--- config.mk ---
export PLATFORM = sky130hd
export DESIGN_NAME = pulse_flow_meter_flat
export DESIGN_NICKNAME = d
export VERILOG_FILES = /design/src/hw/rtl/pfm_pkg.sv /design/src/hw/rtl/pfm_if.sv /design/src/hw/rtl/pfm_div.sv /design/src/hw/rtl/pulse_flow_meter.sv /design/src/flat_wrapper.sv
export SDC_FILE = /design/constraint.sdc
export NUM_CORES = 2
export LEC_CHECK = 0
export BUFFER_PORTS_ARGS = -buffer_cell sky130_fd_sc_hd__clkbuf_2
export CAP_MARGIN = 10
export CORE_AREA = 2 2 424 594
export DETAILED_ROUTE_END_ITERATION = 6
export DIE_AREA = 0 0 426 596
export GPL_TIMING_DRIVEN = 0
export MAX_ROUTING_LAYER = met4
export PLACE_DENSITY = 0.47
export SLEW_MARGIN = 5
export SYNTH_ARGS = -nofsm -noshare
export SYNTH_HDL_FRONTEND = slang
export SYNTH_SLANG_ARGS = --single-unit
--- constraint.sdc ---
create_clock -name clk -period 15.1 [get_ports clk]
set_clock_uncertainty 0.05 [all_clocks]
set_input_delay 3.02 -clock clk [delete_from_list [all_inputs] [get_ports clk]]
set_output_delay 3.02 -clock clk [all_outputs]
set_load 0.03 [all_outputs]
--- src/hw/rtl/pfm_pkg.sv ---
package pfm_pkg;

  localparam int TimeW   = 32;
  localparam int CountW  = 24;
  localparam int ScaleW  = 32;
  localparam int VolW    = 56;
  localparam int TotalW  = 48;
  localparam int NumW    = 80;
  localparam int DenW    = 48;
  localparam int MulW    = 32;
  localparam int HalfVol = 28;
  localparam int StepW   = 7;
  localparam int DivSteps = NumW;

  localparam logic [21:0] LphFactor = 22'd3600000;

  localparam logic [31:0] MlPerPulseRst = 32'd65536;
  localparam logic [15:0] DebounceRst   = 16'd10;
  localparam logic [23:0] IdleWindowRst = 24'd1000000;
  localparam logic [15:0] CalibVolRst   = 16'd2000;
  localparam logic [31:0] EmptyDiffRst  = 32'd98304;
  localparam logic [31:0] EmptyMinRst   = 32'd1966080;

  localparam logic [2:0] RegMlPerPulse = 3'd0;
  localparam logic [2:0] RegDebounce   = 3'd1;
  localparam logic [2:0] RegIdleWindow = 3'd2;
  localparam logic [2:0] RegCalibVol   = 3'd3;
  localparam logic [2:0] RegEmptyDiff  = 3'd4;
  localparam logic [2:0] RegEmptyMin   = 3'd5;
  localparam logic [2:0] RegUnknown    = 3'd7;

  localparam logic [1:0] CalNone    = 2'd0;
  localparam logic [1:0] CalUpdated = 2'd1;
  localparam logic [1:0] CalNoFuel  = 2'd2;

  typedef enum logic [3:0] {
    S_IDLE, S_MVOL, S_MLO, S_MHI, S_FSTART, S_FWAIT, S_TOTAL,
    S_CMUL, S_CSTART, S_CWAIT, S_FINISH
  } state_t;

  typedef struct packed {
    logic            start;
    logic [NumW-1:0] num;
    logic [DenW-1:0] den;
  } div_req_t;

  typedef struct packed {
    logic            done;
    logic [NumW-1:0] quo;
  } div_rsp_t;

endpackage

--- src/hw/rtl/pfm_if.sv ---
interface pfm_in_if;
  logic        valid;
  logic        ready;
  logic        mode;
  logic [31:0] time_us;
  logic        spraying;
  logic        armed;
  logic        calib_request;

  modport source (output valid, mode, time_us, spraying, armed, calib_request, input ready);
  modport sink   (input valid, mode, time_us, spraying, armed, calib_request, output ready);
endinterface

interface pfm_out_if;
  logic        valid;
  logic        ready;
  logic [31:0] flow_lph;
  logic [47:0] consumed_ml;
  logic [23:0] pulses_reported;
  logic        tank_empty;
  logic [31:0] scale_now;
  logic [1:0]  calib_status;

  modport source (output valid, flow_lph, consumed_ml, pulses_reported, tank_empty,
                  scale_now, calib_status, input ready);
  modport sink   (input valid, flow_lph, consumed_ml, pulses_reported, tank_empty,
                  scale_now, calib_status, output ready);
endinterface

--- src/hw/rtl/pfm_div.sv ---
module pfm_div import pfm_pkg::*; (
  input  logic     clk,
  input  logic     rst,
  input  div_req_t req,
  output div_rsp_t rsp
);

  logic [NumW-1:0]  num;
  logic [DenW-1:0]  den;
  logic [DenW-1:0]  rem;
  logic [StepW-1:0] cnt;
  logic             busy;
  logic             done;
  logic [DenW:0]    rem_sh;
  logic [DenW:0]    diff;

  assign rem_sh = {rem, num[NumW-1]};
  assign diff   = rem_sh - {1'b0, den};

  always_ff @(posedge clk) begin
    if (rst) begin
      busy <= 1'b0;
      done <= 1'b0;
    end else begin
      done <= 1'b0;
      if (req.start) begin
        busy <= 1'b1;
        cnt  <= '0;
        rem  <= '0;
        num  <= req.num;
        den  <= req.den;
      end else if (busy) begin
        // restore when the trial subtract goes negative
        if (!diff[DenW]) begin
          rem <= diff[DenW-1:0];
          num <= {num[NumW-2:0], 1'b1};
        end else begin
          rem <= rem_sh[DenW-1:0];
          num <= {num[NumW-2:0], 1'b0};
        end
        cnt <= cnt + 1'b1;
        if (cnt == StepW'(DivSteps - 1)) begin
          busy <= 1'b0;
          done <= 1'b1;
        end
      end
    end
  end

  assign rsp.done = done;
  assign rsp.quo  = num;

endmodule

--- src/hw/rtl/pulse_flow_meter.sv ---
// Pulse flow meter with totalizer. Pulse edges (mode 0) are taken in idle: the
// first edge only sets the reference time, edges closer than debounce_us are
// dropped, and the rest add to the window pulse count and interval sum. A read
// tick (mode 1) that is neither the first tick nor skipped as idle returns one
// item with flow (Q16.16 l/h), the running total in Q16.16 ml, the reported
// pulses, the empty-tank flag, the working scale and the calibration status.
// Such a tick is offered on the output after the volume product, the two flow
// products, the flow division and the total update, plus a scale product and
// division when it closes a calibration window with fuel used: one shared
// 32x32 multiplier runs four products in turn and one restoring divider gives
// one quotient bit per cycle over 80 steps. The block takes a new item only
// while its sequencer is idle; a finished item waits in the output register,
// and a second one holds the sequencer until the first is taken.
// Write configuration only while the block is idle.
module pulse_flow_meter import pfm_pkg::*; (
  input  logic        clk,
  input  logic        rst,
  pfm_in_if.sink      item_in,
  pfm_out_if.source   item_out,
  input  logic        cfg_we,
  input  logic [2:0]  cfg_index,
  input  logic [31:0] cfg_data
);

  // configuration
  logic [15:0] debounce_us;
  logic [23:0] idle_window_us;
  logic [15:0] calib_volume_ml;
  logic [31:0] empty_diff_ml;
  logic [31:0] empty_min_ml;

  // meter state
  logic [TimeW-1:0]  last_edge_time;
  logic              edge_valid;
  logic [CountW-1:0] window_pulses;
  logic [TimeW-1:0]  window_interval_sum;
  logic [TimeW-1:0]  last_read_time;
  logic              read_valid;
  logic [TotalW-1:0] total_ml;
  logic [TotalW-1:0] prev_total_ml;
  logic              cal_running;
  logic [TotalW-1:0] cal_start_ml;
  logic [ScaleW-1:0] work_scale;
  logic              await_first_arm;

  // per-tick working registers
  logic [CountW-1:0] pulses;
  logic [TimeW-1:0]  sum;
  logic              spraying;
  logic              armed;
  logic              calib;
  logic [VolW-1:0]   vol;
  logic [NumW-1:0]   acc;
  logic [31:0]       flow;
  logic [1:0]        status;

  state_t state, state_next;

  logic [MulW-1:0]   mul_a;
  logic [MulW-1:0]   mul_b;
  logic [2*MulW-1:0] prod;

  div_req_t div_req;
  div_rsp_t div_rsp;

  logic              in_take;
  logic              out_free;
  logic [TimeW-1:0]  edge_delta;
  logic [TimeW-1:0]  read_elapsed;
  logic              read_skip;
  logic [TimeW:0]    sum_add;
  logic [VolW:0]     total_add;
  logic [TotalW-1:0] total_sat;
  logic [TotalW-1:0] total_diff;
  logic              low_use;
  logic              empty_now;

  assign item_in.ready = (state == S_IDLE);
  assign in_take       = item_in.valid && item_in.ready;
  assign out_free      = !item_out.valid || item_out.ready;

  assign edge_delta   = item_in.time_us - last_edge_time;
  assign read_elapsed = item_in.time_us - last_read_time;
  assign read_skip    = (read_elapsed < {8'b0, idle_window_us}) && (window_pulses == '0);
  assign sum_add      = {1'b0, window_interval_sum} + {1'b0, edge_delta};

  assign total_add = {9'b0, total_ml} + {1'b0, vol};
  assign total_sat = (|total_add[VolW:TotalW]) ? '1 : total_add[TotalW-1:0];
  assign total_diff = total_ml - prev_total_ml;

  // a drop in the total counts as low consumption
  assign low_use   = (total_ml < prev_total_ml) || (total_diff < {16'b0, empty_diff_ml});
  assign empty_now = spraying && armed && low_use && (pulses == '0) &&
                     (total_ml > {16'b0, empty_min_ml});

  // shared multiplier, operands chosen by the sequencer
  always_comb begin
    mul_a = '0;
    mul_b = '0;
    unique case (state)
      S_MVOL: begin
        mul_a = {8'b0, pulses};
        mul_b = work_scale;
      end
      S_MLO: begin
        mul_a = {4'b0, vol[HalfVol-1:0]};
        mul_b = {10'b0, LphFactor};
      end
      S_MHI: begin
        mul_a = {4'b0, vol[VolW-1:HalfVol]};
        mul_b = {10'b0, LphFactor};
      end
      S_CMUL: begin
        mul_a = {16'b0, calib_volume_ml};
        mul_b = work_scale;
      end
      default: ;
    endcase
  end
  assign prod = mul_a * mul_b;

  always_comb begin
    div_req.start = (state == S_FSTART) || (state == S_CSTART);
    div_req.num   = acc;
    div_req.den   = (state == S_CSTART) ? (total_ml - cal_start_ml) : {16'b0, sum};
  end

  pfm_div u_div (
    .clk (clk),
    .rst (rst),
    .req (div_req),
    .rsp (div_rsp)
  );

  always_ff @(posedge clk) begin
    if (rst) state <= S_IDLE;
    else     state <= state_next;
  end

  always_comb begin
    state_next = state;
    unique case (state)
      S_IDLE: begin
        if (in_take && item_in.mode && read_valid && !read_skip) state_next = S_MVOL;
      end
      S_MVOL:   state_next = S_MLO;
      S_MLO:    state_next = S_MHI;
      S_MHI:    state_next = S_FSTART;
      S_FSTART: state_next = S_FWAIT;
      S_FWAIT:  if (div_rsp.done) state_next = S_TOTAL;
      S_TOTAL: begin
        if (!calib && cal_running && (total_sat > cal_start_ml)) state_next = S_CMUL;
        else state_next = S_FINISH;
      end
      S_CMUL:   state_next = S_CSTART;
      S_CSTART: state_next = S_CWAIT;
      S_CWAIT:  if (div_rsp.done) state_next = S_FINISH;
      S_FINISH: if (out_free) state_next = S_IDLE;
      default:  state_next = S_IDLE;
    endcase
  end

  always_ff @(posedge clk) begin
    if (rst) begin
      debounce_us         <= DebounceRst;
      idle_window_us      <= IdleWindowRst;
      calib_volume_ml     <= CalibVolRst;
      empty_diff_ml       <= EmptyDiffRst;
      empty_min_ml        <= EmptyMinRst;
      last_edge_time      <= '0;
      edge_valid          <= 1'b0;
      window_pulses       <= '0;
      window_interval_sum <= '0;
      last_read_time      <= '0;
      read_valid          <= 1'b0;
      total_ml            <= '0;
      prev_total_ml       <= '0;
      cal_running         <= 1'b0;
      cal_start_ml        <= '0;
      work_scale          <= MlPerPulseRst;
      await_first_arm     <= 1'b1;
      item_out.valid      <= 1'b0;
    end else begin
      // in S_FINISH the output register is reloaded below instead
      if (item_out.valid && item_out.ready && (state != S_FINISH)) item_out.valid <= 1'b0;

      if (cfg_we) begin
        unique case (cfg_index)
          RegMlPerPulse: work_scale      <= cfg_data;
          RegDebounce:   debounce_us     <= cfg_data[15:0];
          RegIdleWindow: idle_window_us  <= cfg_data[23:0];
          RegCalibVol:   calib_volume_ml <= cfg_data[15:0];
          RegEmptyDiff:  empty_diff_ml   <= cfg_data;
          RegEmptyMin:   empty_min_ml    <= cfg_data;
          default: ;
        endcase
      end

      unique case (state)
        S_IDLE: begin
          if (in_take && !item_in.mode) begin
            // pulse edge: first one sets the reference, short ones drop
            if (!edge_valid) begin
              edge_valid     <= 1'b1;
              last_edge_time <= item_in.time_us;
            end else if (edge_delta >= {16'b0, debounce_us}) begin
              if (window_pulses != '1) window_pulses <= window_pulses + 1'b1;
              window_interval_sum <= sum_add[TimeW] ? '1 : sum_add[TimeW-1:0];
              last_edge_time      <= item_in.time_us;
            end
          end else if (in_take) begin
            if (!read_valid) begin
              read_valid     <= 1'b1;
              last_read_time <= item_in.time_us;
            end else if (!read_skip) begin
              // close the window and latch the tick
              pulses              <= window_pulses;
              sum                 <= window_interval_sum;
              window_pulses       <= '0;
              window_interval_sum <= '0;
              last_read_time      <= item_in.time_us;
              spraying            <= item_in.spraying;
              armed               <= item_in.armed;
              calib               <= item_in.calib_request;
              status              <= CalNone;
            end
          end
        end
        S_MVOL: vol <= prod[VolW-1:0];
        S_MLO:  acc <= {16'b0, prod};
        S_MHI:  acc <= acc + ({16'b0, prod} << HalfVol);
        S_FWAIT: begin
          if (div_rsp.done) begin
            if (vol == '0)                 flow <= '0;
            else if (sum == '0)            flow <= '1;
            else if (|div_rsp.quo[NumW-1:32]) flow <= '1;
            else                           flow <= div_rsp.quo[31:0];
          end
        end
        S_TOTAL: begin
          total_ml <= total_sat;
          if (calib && !cal_running) begin
            cal_running  <= 1'b1;
            cal_start_ml <= total_sat;
          end else if (!calib && cal_running) begin
            cal_running <= 1'b0;
            if (!(total_sat > cal_start_ml)) status <= CalNoFuel;
          end
        end
        S_CMUL: acc <= {16'b0, prod[47:0], 16'b0};
        S_CWAIT: begin
          if (div_rsp.done) begin
            work_scale <= (|div_rsp.quo[NumW-1:32]) ? '1 : div_rsp.quo[31:0];
            total_ml   <= '0;
            status     <= CalUpdated;
          end
        end
        S_FINISH: begin
          if (out_free) begin
            prev_total_ml <= total_ml;
            if (armed) begin
              if (await_first_arm) begin
                await_first_arm <= 1'b0;
                total_ml        <= '0;
              end
            end else begin
              await_first_arm <= 1'b1;
            end
            item_out.valid           <= 1'b1;
            item_out.flow_lph        <= flow;
            item_out.consumed_ml     <= (armed && await_first_arm) ? '0 : total_ml;
            item_out.pulses_reported <= spraying ? pulses : '0;
            item_out.tank_empty      <= empty_now;
            item_out.scale_now       <= work_scale;
            item_out.calib_status    <= status;
          end
        end
        default: ;
      endcase
    end
  end

endmodule
--- src/flat_wrapper.sv ---
// flat-port wrapper written by rule: the top's interface ports become plain ports
module pulse_flow_meter_flat import pfm_pkg::*;
  (clk, rst, cfg_we, cfg_index, cfg_data, item_in_valid, item_in_mode, item_in_time_us, item_in_spraying, item_in_armed, item_in_calib_request, item_in_ready, item_out_valid, item_out_flow_lph, item_out_consumed_ml, item_out_pulses_reported, item_out_tank_empty, item_out_scale_now, item_out_calib_status, item_out_ready);
  pfm_in_if item_in_i ();
  pfm_out_if item_out_i ();
  input  logic clk;
  input  logic rst;
  input  logic cfg_we;
  input  logic [2:0] cfg_index;
  input  logic [31:0] cfg_data;
  input wire logic [$bits(item_in_i.valid)-1:0] item_in_valid;
  input wire logic [$bits(item_in_i.mode)-1:0] item_in_mode;
  input wire logic [$bits(item_in_i.time_us)-1:0] item_in_time_us;
  input wire logic [$bits(item_in_i.spraying)-1:0] item_in_spraying;
  input wire logic [$bits(item_in_i.armed)-1:0] item_in_armed;
  input wire logic [$bits(item_in_i.calib_request)-1:0] item_in_calib_request;
  output wire logic [$bits(item_in_i.ready)-1:0] item_in_ready;
  output wire logic [$bits(item_out_i.valid)-1:0] item_out_valid;
  output wire logic [$bits(item_out_i.flow_lph)-1:0] item_out_flow_lph;
  output wire logic [$bits(item_out_i.consumed_ml)-1:0] item_out_consumed_ml;
  output wire logic [$bits(item_out_i.pulses_reported)-1:0] item_out_pulses_reported;
  output wire logic [$bits(item_out_i.tank_empty)-1:0] item_out_tank_empty;
  output wire logic [$bits(item_out_i.scale_now)-1:0] item_out_scale_now;
  output wire logic [$bits(item_out_i.calib_status)-1:0] item_out_calib_status;
  input wire logic [$bits(item_out_i.ready)-1:0] item_out_ready;
  assign item_in_i.valid = item_in_valid;
  assign item_in_i.mode = item_in_mode;
  assign item_in_i.time_us = item_in_time_us;
  assign item_in_i.spraying = item_in_spraying;
  assign item_in_i.armed = item_in_armed;
  assign item_in_i.calib_request = item_in_calib_request;
  assign item_in_ready = item_in_i.ready;
  assign item_out_valid = item_out_i.valid;
  assign item_out_flow_lph = item_out_i.flow_lph;
  assign item_out_consumed_ml = item_out_i.consumed_ml;
  assign item_out_pulses_reported = item_out_i.pulses_reported;
  assign item_out_tank_empty = item_out_i.tank_empty;
  assign item_out_scale_now = item_out_i.scale_now;
  assign item_out_calib_status = item_out_i.calib_status;
  assign item_out_i.ready = item_out_ready;
  pulse_flow_meter u_core (.clk(clk), .rst(rst), .item_in(item_in_i), .item_out(item_out_i), .cfg_we(cfg_we), .cfg_index(cfg_index), .cfg_data(cfg_data));
endmodule
; After elaboration in Yosys (flattened, before gate mapping)
; Cells that the tools add are included.
[totals]
ff_bits = 978
latch_bits = 0
mem_bits_rw = 0
rom_bits = 0
inputBits = 76
out_inout_bits = 141
word_cells = 230
n_memories = 0
[classes]
addsub = 10
multipliers = 1
div = 0
order_cmp = 6
n_eq_ne = 37
n_shift = 0
n_mux = 65
bitwise_logic = 4
n_reduce_logical = 66
[op_table]
columns = operator, count
row1 = two-way mux 32 bit, 18
row2 = two-way mux 48 bit, 7
row3 = case mux 80 bit (3 select lines), 1
row4 = two-way mux 24 bit, 7
row5 = two-way mux 80 bit, 2
row6 = case mux 48 bit (3 select lines), 1
row7 = case mux 28 bit (4 select lines), 1
row8 = subtractor 48 bit, 2
row9 = adder 80 bit, 1
row10 = case mux 32 bit (2 select lines), 1
row11 = subtractor 32 bit, 2
row12 = multiplier 28 x 32 -> 60 bit, 1
row13 = adder 48 x 56 -> 57 bit, 1
row14 = zero test 56 bit, 1
row15 = subtractor 49 x 48 -> 49 bit, 1
row16 = > comparator 48 x 32 -> 1 bit, 1
row17 = > comparator 48 bit, 1
row18 = zero test 24 bit, 2
row19 = less-than comparator 48 x 32 -> 1 bit, 1
row20 = less-than comparator 48 bit, 1
row21 = OR reduction 48 bit, 1
row22 = case mux 4 bit (11 select lines), 1
row23 = adder 32 x 32 -> 33 bit, 1
row24 = greater-or-equal comparator 32 x 16 -> 1 bit, 1
row25 = 39 further kinds, 132

; Depth between registers and ports, before layout
[logic_depth]
word_depth = 8
depth_mapped = 45
mapped_depth_nobuf = 42

; Cells and area by module
; From an unflattened synthesis, not the netlist that was laid out.
[hier_totals]
hier_cells = 9831
hier_area_um2 = 88636.3
[modules_own_cells]
columns = mod, instances, cells_per_inst, area_per_inst_um2, seq_area_each_um2
row1 = pulse_flow_meter, 1, 8898, 78048.6, 19558.8
row2 = pfm_div, 1, 933, 10587.7, 5535.3

; Least setup slack after synthesis
; Ideal clock, no wire load.
[synth_timing]
path_kind = register to register
startpoint = register u_core.state[1]
endpoint = register u_core.acc[77] (data pin)
setup_ns = 0.268
arrival_ns = 10.222
required_time_ns = 14.782
path_slack_ns = 4.560
path_stages_with_launch = 40
n_path_buf = 3
synth_period_minus_slack_ns = 10.540
path_cell_list = dfxtp_1 > clkbuf_1 > clkbuf_1 > mux2_2 > a22o_1 > a22oi_1 > clkbuf_1 > nor2_1 > fa_1 > inv_1 > fa_1 > fa_1 > fa_1 > inv_1 > fa_1 > fa_1 > fa_1 > ha_1 > [... 4 more ...] > a21o_1 > and2_1 > o21a_1 > nor2_1 > xnor2_1 > ha_1 > o21ai_0 > a21oi_1 > a221oi_1 > nor2_1 > a211oi_1 > o311ai_1 > a41oi_1 > o21ai_1 > a311oi_1 > nor2_1 > mux2i_1 > a21oi_1
[synth_via]
elab_chain_cells = 6
elab_cells_between_ends = 11
cone_classes = add/sub: 1 / mul: 1 / eq/ne: 4 / mux: 3 / reduce/logical: 2
[synth_rtl]
columns = item, line
row1 = from (decl), pulse_flow_meter.sv:57  ; state_t state, state_next;
row2 = from (signal assigned), pulse_flow_meter.sv:137  ; else state <= state_next;
row3 = == test 4 x 1 -> 1 bit (tied with other cells), pulse_flow_meter.sv:100  ; unique case (state)
row4 = OR reduction 2 bit (no source line), -
row5 = case mux 32 bit (2 select lines), pulse_flow_meter.sv:100
row6 = multiplier 28 x 32 -> 60 bit *, pulse_flow_meter.sv:120  ; assign prod = mul_a * mul_b;
row7 = net u_core.prod[29], pulse_flow_meter.sv:61  ; logic [2*MulW-1:0] prod;
row8 = adder 80 bit *, pulse_flow_meter.sv:231  ; S_MHI: acc <= acc + ({16'b0, prod} << HalfVol);
row9 = case mux 80 bit (3 select lines) *, pulse_flow_meter.sv:199  ; unique case (state)
row10 = to (signal assigned), pulse_flow_meter.sv:230  ; S_MLO: acc <= {16'b0, prod};
row11 = to (signal assigned), pulse_flow_meter.sv:231
row12 = to (signal assigned), pulse_flow_meter.sv:250  ; S_CMUL: acc <= {16'b0, prod[47:0], 16'b0};
row13 = to (decl), pulse_flow_meter.sv:53  ; logic [NumW-1:0] acc;
; The timed path passes the listed nets; every way through them passes the cells marked *.
; A chain may end at the register's enable or synchronous reset.

; Worst setup path after layout
; Ends and elaborated chain as after synthesis.

==> out/qor.json <==
{
  "run_status": {
    "status": "finished, final reports clean"
  },
  "grt": {
    "gr-total-overflow": 0,
    "gr-usage-all-layers_pct": 29.63,
    "groute.layer.met1.usage_pct": 30.20,
    "largest_net_degree_at_the_start_of_global_routing": 36,
    "globalRoute.busiestLayer": "met2",
    "first_pass_grt_wire_length_um": 524100,
    "global_route.usage.met3_pct": 3.308,
    "number_of_antenna_violations_at_the_first_check_in_global_routing": 26,
    "groute.layer.met2.usage_pct": 51.76,
    "number_of_global_route_vias_before_repair": 75390
  },
  "cells_and_area": {
    "layout_common_cells": "1,367 x sky130_fd_sc_hd__inv_1, 1,350 x sky130_fd_sc_hd__nand2_1, 913 x sky130_fd_sc_hd__nor2_1",
    "nets": 11750,
    "final_cell_utilization_of_the_core_pct": 39.06,
    "area_growth_syn_to_layout_pct": 12.09,
    "final.fill_count": 25570,
    "layout-drive-gt1-share_pct": 5.743,
    "layout.cells.most_common": "sky130_fd_sc_hd__inv_1"
  },
  "floorplanning": {
    "core_region_area_um2": 248700,
    "die_w_um": 426,
    "boundary_pin_count": 217,
    "initial_util_pct": 34.84,
    "std_cell_rows": 217,
    "fp.dieArea_um2": 253900,
    "dieHeight_um": 596
  },
  "place": {
    "io_buffer_count": 215,
    "rd_place_congestion": 1.027,
    "detailed_place_hpwl_um": 309400
  },
  "power": {
    "share_comb_of_total_power_pct": 25.2,
    "p_switching_w": 0.002576,
    "power.switching_fraction_pct": 33.08,
    "power.density_nw_per_um2": 80.17,
    "p_seq_share_pct": 37.2,
    "ir_worst_vdd_uv": 115.8,
    "power.share.clock_pct": 37.6,
    "internal_power_of_the_cells_w": 0.005212,
    "p_leak_nw": 42.70
  },
  "drt": {
    "drt-vias-per-instance": 5.334,
    "finalWirelength_um": 370000,
    "detailedRoute.firstPassIterationCount": 6,
    "detail_route.iter0.violations": 4635,
    "vias": 72460,
    "detail_route.wl_per_cell_um": 27.24,
    "drcViolationCount": 0,
    "postRouteAntennaNets": 0
  },
  "logic_synthesis": {
    "syn_inst": 9709,
    "synth_edf_count": 551,
    "avgSynthCellArea_um2": 8.926,
    "synth_async_sr_flop_share_pct": 0,
    "ys_top_cells_by_area": "sky130_fd_sc_hd__edfxtp_1 19%, sky130_fd_sc_hd__fa_1 18%, sky130_fd_sc_hd__ha_1 10%",
    "post_synth_num_cell_types": 97,
    "seq_area_frac_synth_pct": 28.96,
    "yosysWarningCount": 0,
    "yosys_register_bits": 978,
    "synth.cell_area_um2": 86660,
    "share_of_the_synthesized_area_in_the_top_cell_type_pct": 19.09,
    "synth_ff_type": "sky130_fd_sc_hd__edfxtp_1",
    "synth_top_area_cell": "sky130_fd_sc_hd__edfxtp_1"
  },
  "setup_path": {
    "top_cell_by_count_worst_path": "sky130_fd_sc_hd__fa_1",
    "critical_path.endpoint_type": "flop",
    "critPathKind": "reg -> reg",
    "r2r_setup_slack_ns": 0.25,
    "critical_path_arrival_ns": 15.29,
    "critical_path.slowest_cell": "sky130_fd_sc_hd__xor2_1",
    "timing.critical_path.buf_inv": 9,
    "worstSetupStartpointType": "flop",
    "cp_slowest_stage_delay_ns": 0.97,
    "crit_path_max_fanout": 10,
    "crit_required_ns": 15.54,
    "cp_top_family": "adder cells"
  },
  "timing": {
    "finalSetupViolCount": 0,
    "fin_crit_ns": 14.85,
    "tns_ns": 0,
    "hold_violations": 0,
    "report.final.slew_viol_count": 0,
    "finalCritPeriodShare_pct": 98.32,
    "fin_worst_hold_slack_ns": 0.3739,
    "grt_setup_unrepaired": "no",
    "fmax_ghz": 0.06736,
    "timing.max_slew.rel_slack_pct": 1.357,
    "slew_at_the_pin_closest_to_its_max_slew_limit_ns": 1.480
  },
  "worst_hold_path": {
    "min-delay-path-class": "reg -> reg"
  },
  "clock_network": {
    "max-clock-path-buffers": 3,
    "cts.reportedPaths.clkPinSlew_ns": 0.07,
    "cts_post_setup_buffers_inserted": 0,
    "cts_buffers": 110,
    "htree_num_levels": 3,
    "postCtsHoldBufs": 0,
    "clock_sink_count": 978,
    "clk_latency_ns": 0.80,
    "cts-root-buf": "sky130_fd_sc_hd__clkbuf_16",
    "tritoncts": "done"
  },
  "run": {
    "cap_viol_max_count": 0
  }
}
## worst paths after layout
| check | end | cells past startpoint | startpoint |
|---|---|---|---|
| setup / recovery | u_core.acc[77]$_DFFE_PP_ | 38 | u_core.state[1]$_SDFFE_PP0P_ |
| setup reg to reg | u_core.acc[77]$_DFFE_PP_ | 38 | u_core.state[1]$_SDFFE_PP0P_ |
| hold / removal | u_core.item_out.flow_lph[19]$_DFFE_PP_ | 0 | u_core.flow[19]$_SDFFCE_PN0P_ |
| hold reg to reg | u_core.item_out.flow_lph[19]$_DFFE_PP_ | 0 | u_core.flow[19]$_SDFFCE_PN0P_ |
## stage by stage
stage,instances,instance area (um2),worst slack (ns),total power (W)
after detailed placement,13350,93190,0.1068,0.004856
after global routing,13570,97110,0.06674,0.008066
after floorplan,9791,86970,4.560,0.004088
after global placement,13290,92150,-1.079,0.004805
final,13590,97140,0.2536,0.007788
after CTS,13560,97060,0.07918,0.007786
## cell usage after synthesis (all sizes together), types with 34 or more instances
cell type and n:
inv 1369, nand2 1350, nor2 917, fa 786
ha 708, a21oi 562, edfxtp 551, dfxtp 427
clkbuf 392, o21ai 337, a21o 286, xnor2 212
xor2 138, and2 130, nand3 116, mux2i 114
nand4 90, a211oi 88, nor3 88, nand2b 85
o21a 83, and3 75, o21bai 57, nor2b 56
nor4 51, a31oi 46, a22oi 44, a22o 40
a311oi 38, or3 36, o2bb2ai 34
## final cells by class
type                    count  area [um2]  area share [%]
repair buffers            275        1903           1.959
flip-flops and latches    978       25090           25.83
clock inverters            58       742.0          0.7638
plain buffers             420        1604           1.651
inverters                1370        5142           5.294
multi-input cells        7022       55350           56.98
diodes                     27       67.56         0.06956
clock buffers             150        3124           3.216
well taps                3285        4110           4.231
## cell families after synthesis
kind of cell | Yosys count | share of synthesized area [%]
and+or+nand+nor | 3078 | 15.54
other | 2 | 0.008666
muxes | 146 | 1.733
xor gates and xnor gates | 350 | 3.537
adders and majority gates | 1494 | 28.38
AOI/OAI and AO/OA | 1870 | 14.06
DFF | 978 | 28.96
buffers and inverters | 1791 | 7.782
## registers in the layout (all words and copies together), names as in the netlist, 24 cells and up
signal                           flops
u_core.acc                          80
u_core.u_div.num                    80
u_core.vol                          56
u_core.cal_start_ml                 48
u_core.item_out.consumed_ml         48
u_core.prev_total_ml                48
u_core.total_ml                     48
u_core.u_div.den                    48
u_core.u_div.rem                    48
u_core.empty_diff_ml                32
u_core.empty_min_ml                 32
u_core.flow                         32
u_core.item_out.flow_lph            32
u_core.item_out.scale_now           32
u_core.last_edge_time               32
u_core.last_read_time               32
u_core.sum                          32
u_core.window_interval_sum          32
u_core.work_scale                   32
u_core.idle_window_us               24
u_core.item_out.pulses_reported     24
u_core.pulses                       24
u_core.window_pulses                24
## per-layer routing
layer | part of all wire (%) | wire (um) | vias to the layer above
met1 | 36 | 132200 | 35900
met5 | 0 | 0 | -
met4 | 9.8 | 36420 | 0
met2 | 50 | 186000 | 2284
met3 | 4.2 | 15430 | 1013
li1 | - | - | 33260
## worst reg2reg max path: cells and delay by family (launching register included)
| kind | cells | cell delay (ns) |
|---|---|---|
| AO/OA/AOI/OAI | 11 | 3.08 |
| XOR/XNOR | 1 | 0.97 |
| adder cells (fa/ha/maj) | 9 | 4.73 |
| buffers and inverters | 9 | 2.94 |
| flip-flops | 1 | 0.31 |
| multiplexers | 1 | 0.17 |
| AND/OR/NAND/NOR | 7 | 2.32 |
## power groups by stage
stage	Clock (W)	Sequential (W)	Combinational, W
CTS	0.00297	0.00290	0.00192
global placement	0	0.00296	0.00185
floorplan	0	0.00293	0.00116
detailed placement	0	0.00295	0.00190
global route	0.00306	0.00290	0.00210
finish	0.00292	0.00290	0.00196
## repair_timing
| action | in CTS | in global routing |
|---|---|---|
| endpoints found under the setup margin | 0 | 7 |
| endpoints found under the hold margin | 0 | 0 |
| gates resized for setup | 0 | 3 |
(Power assumes the default switching activity.)
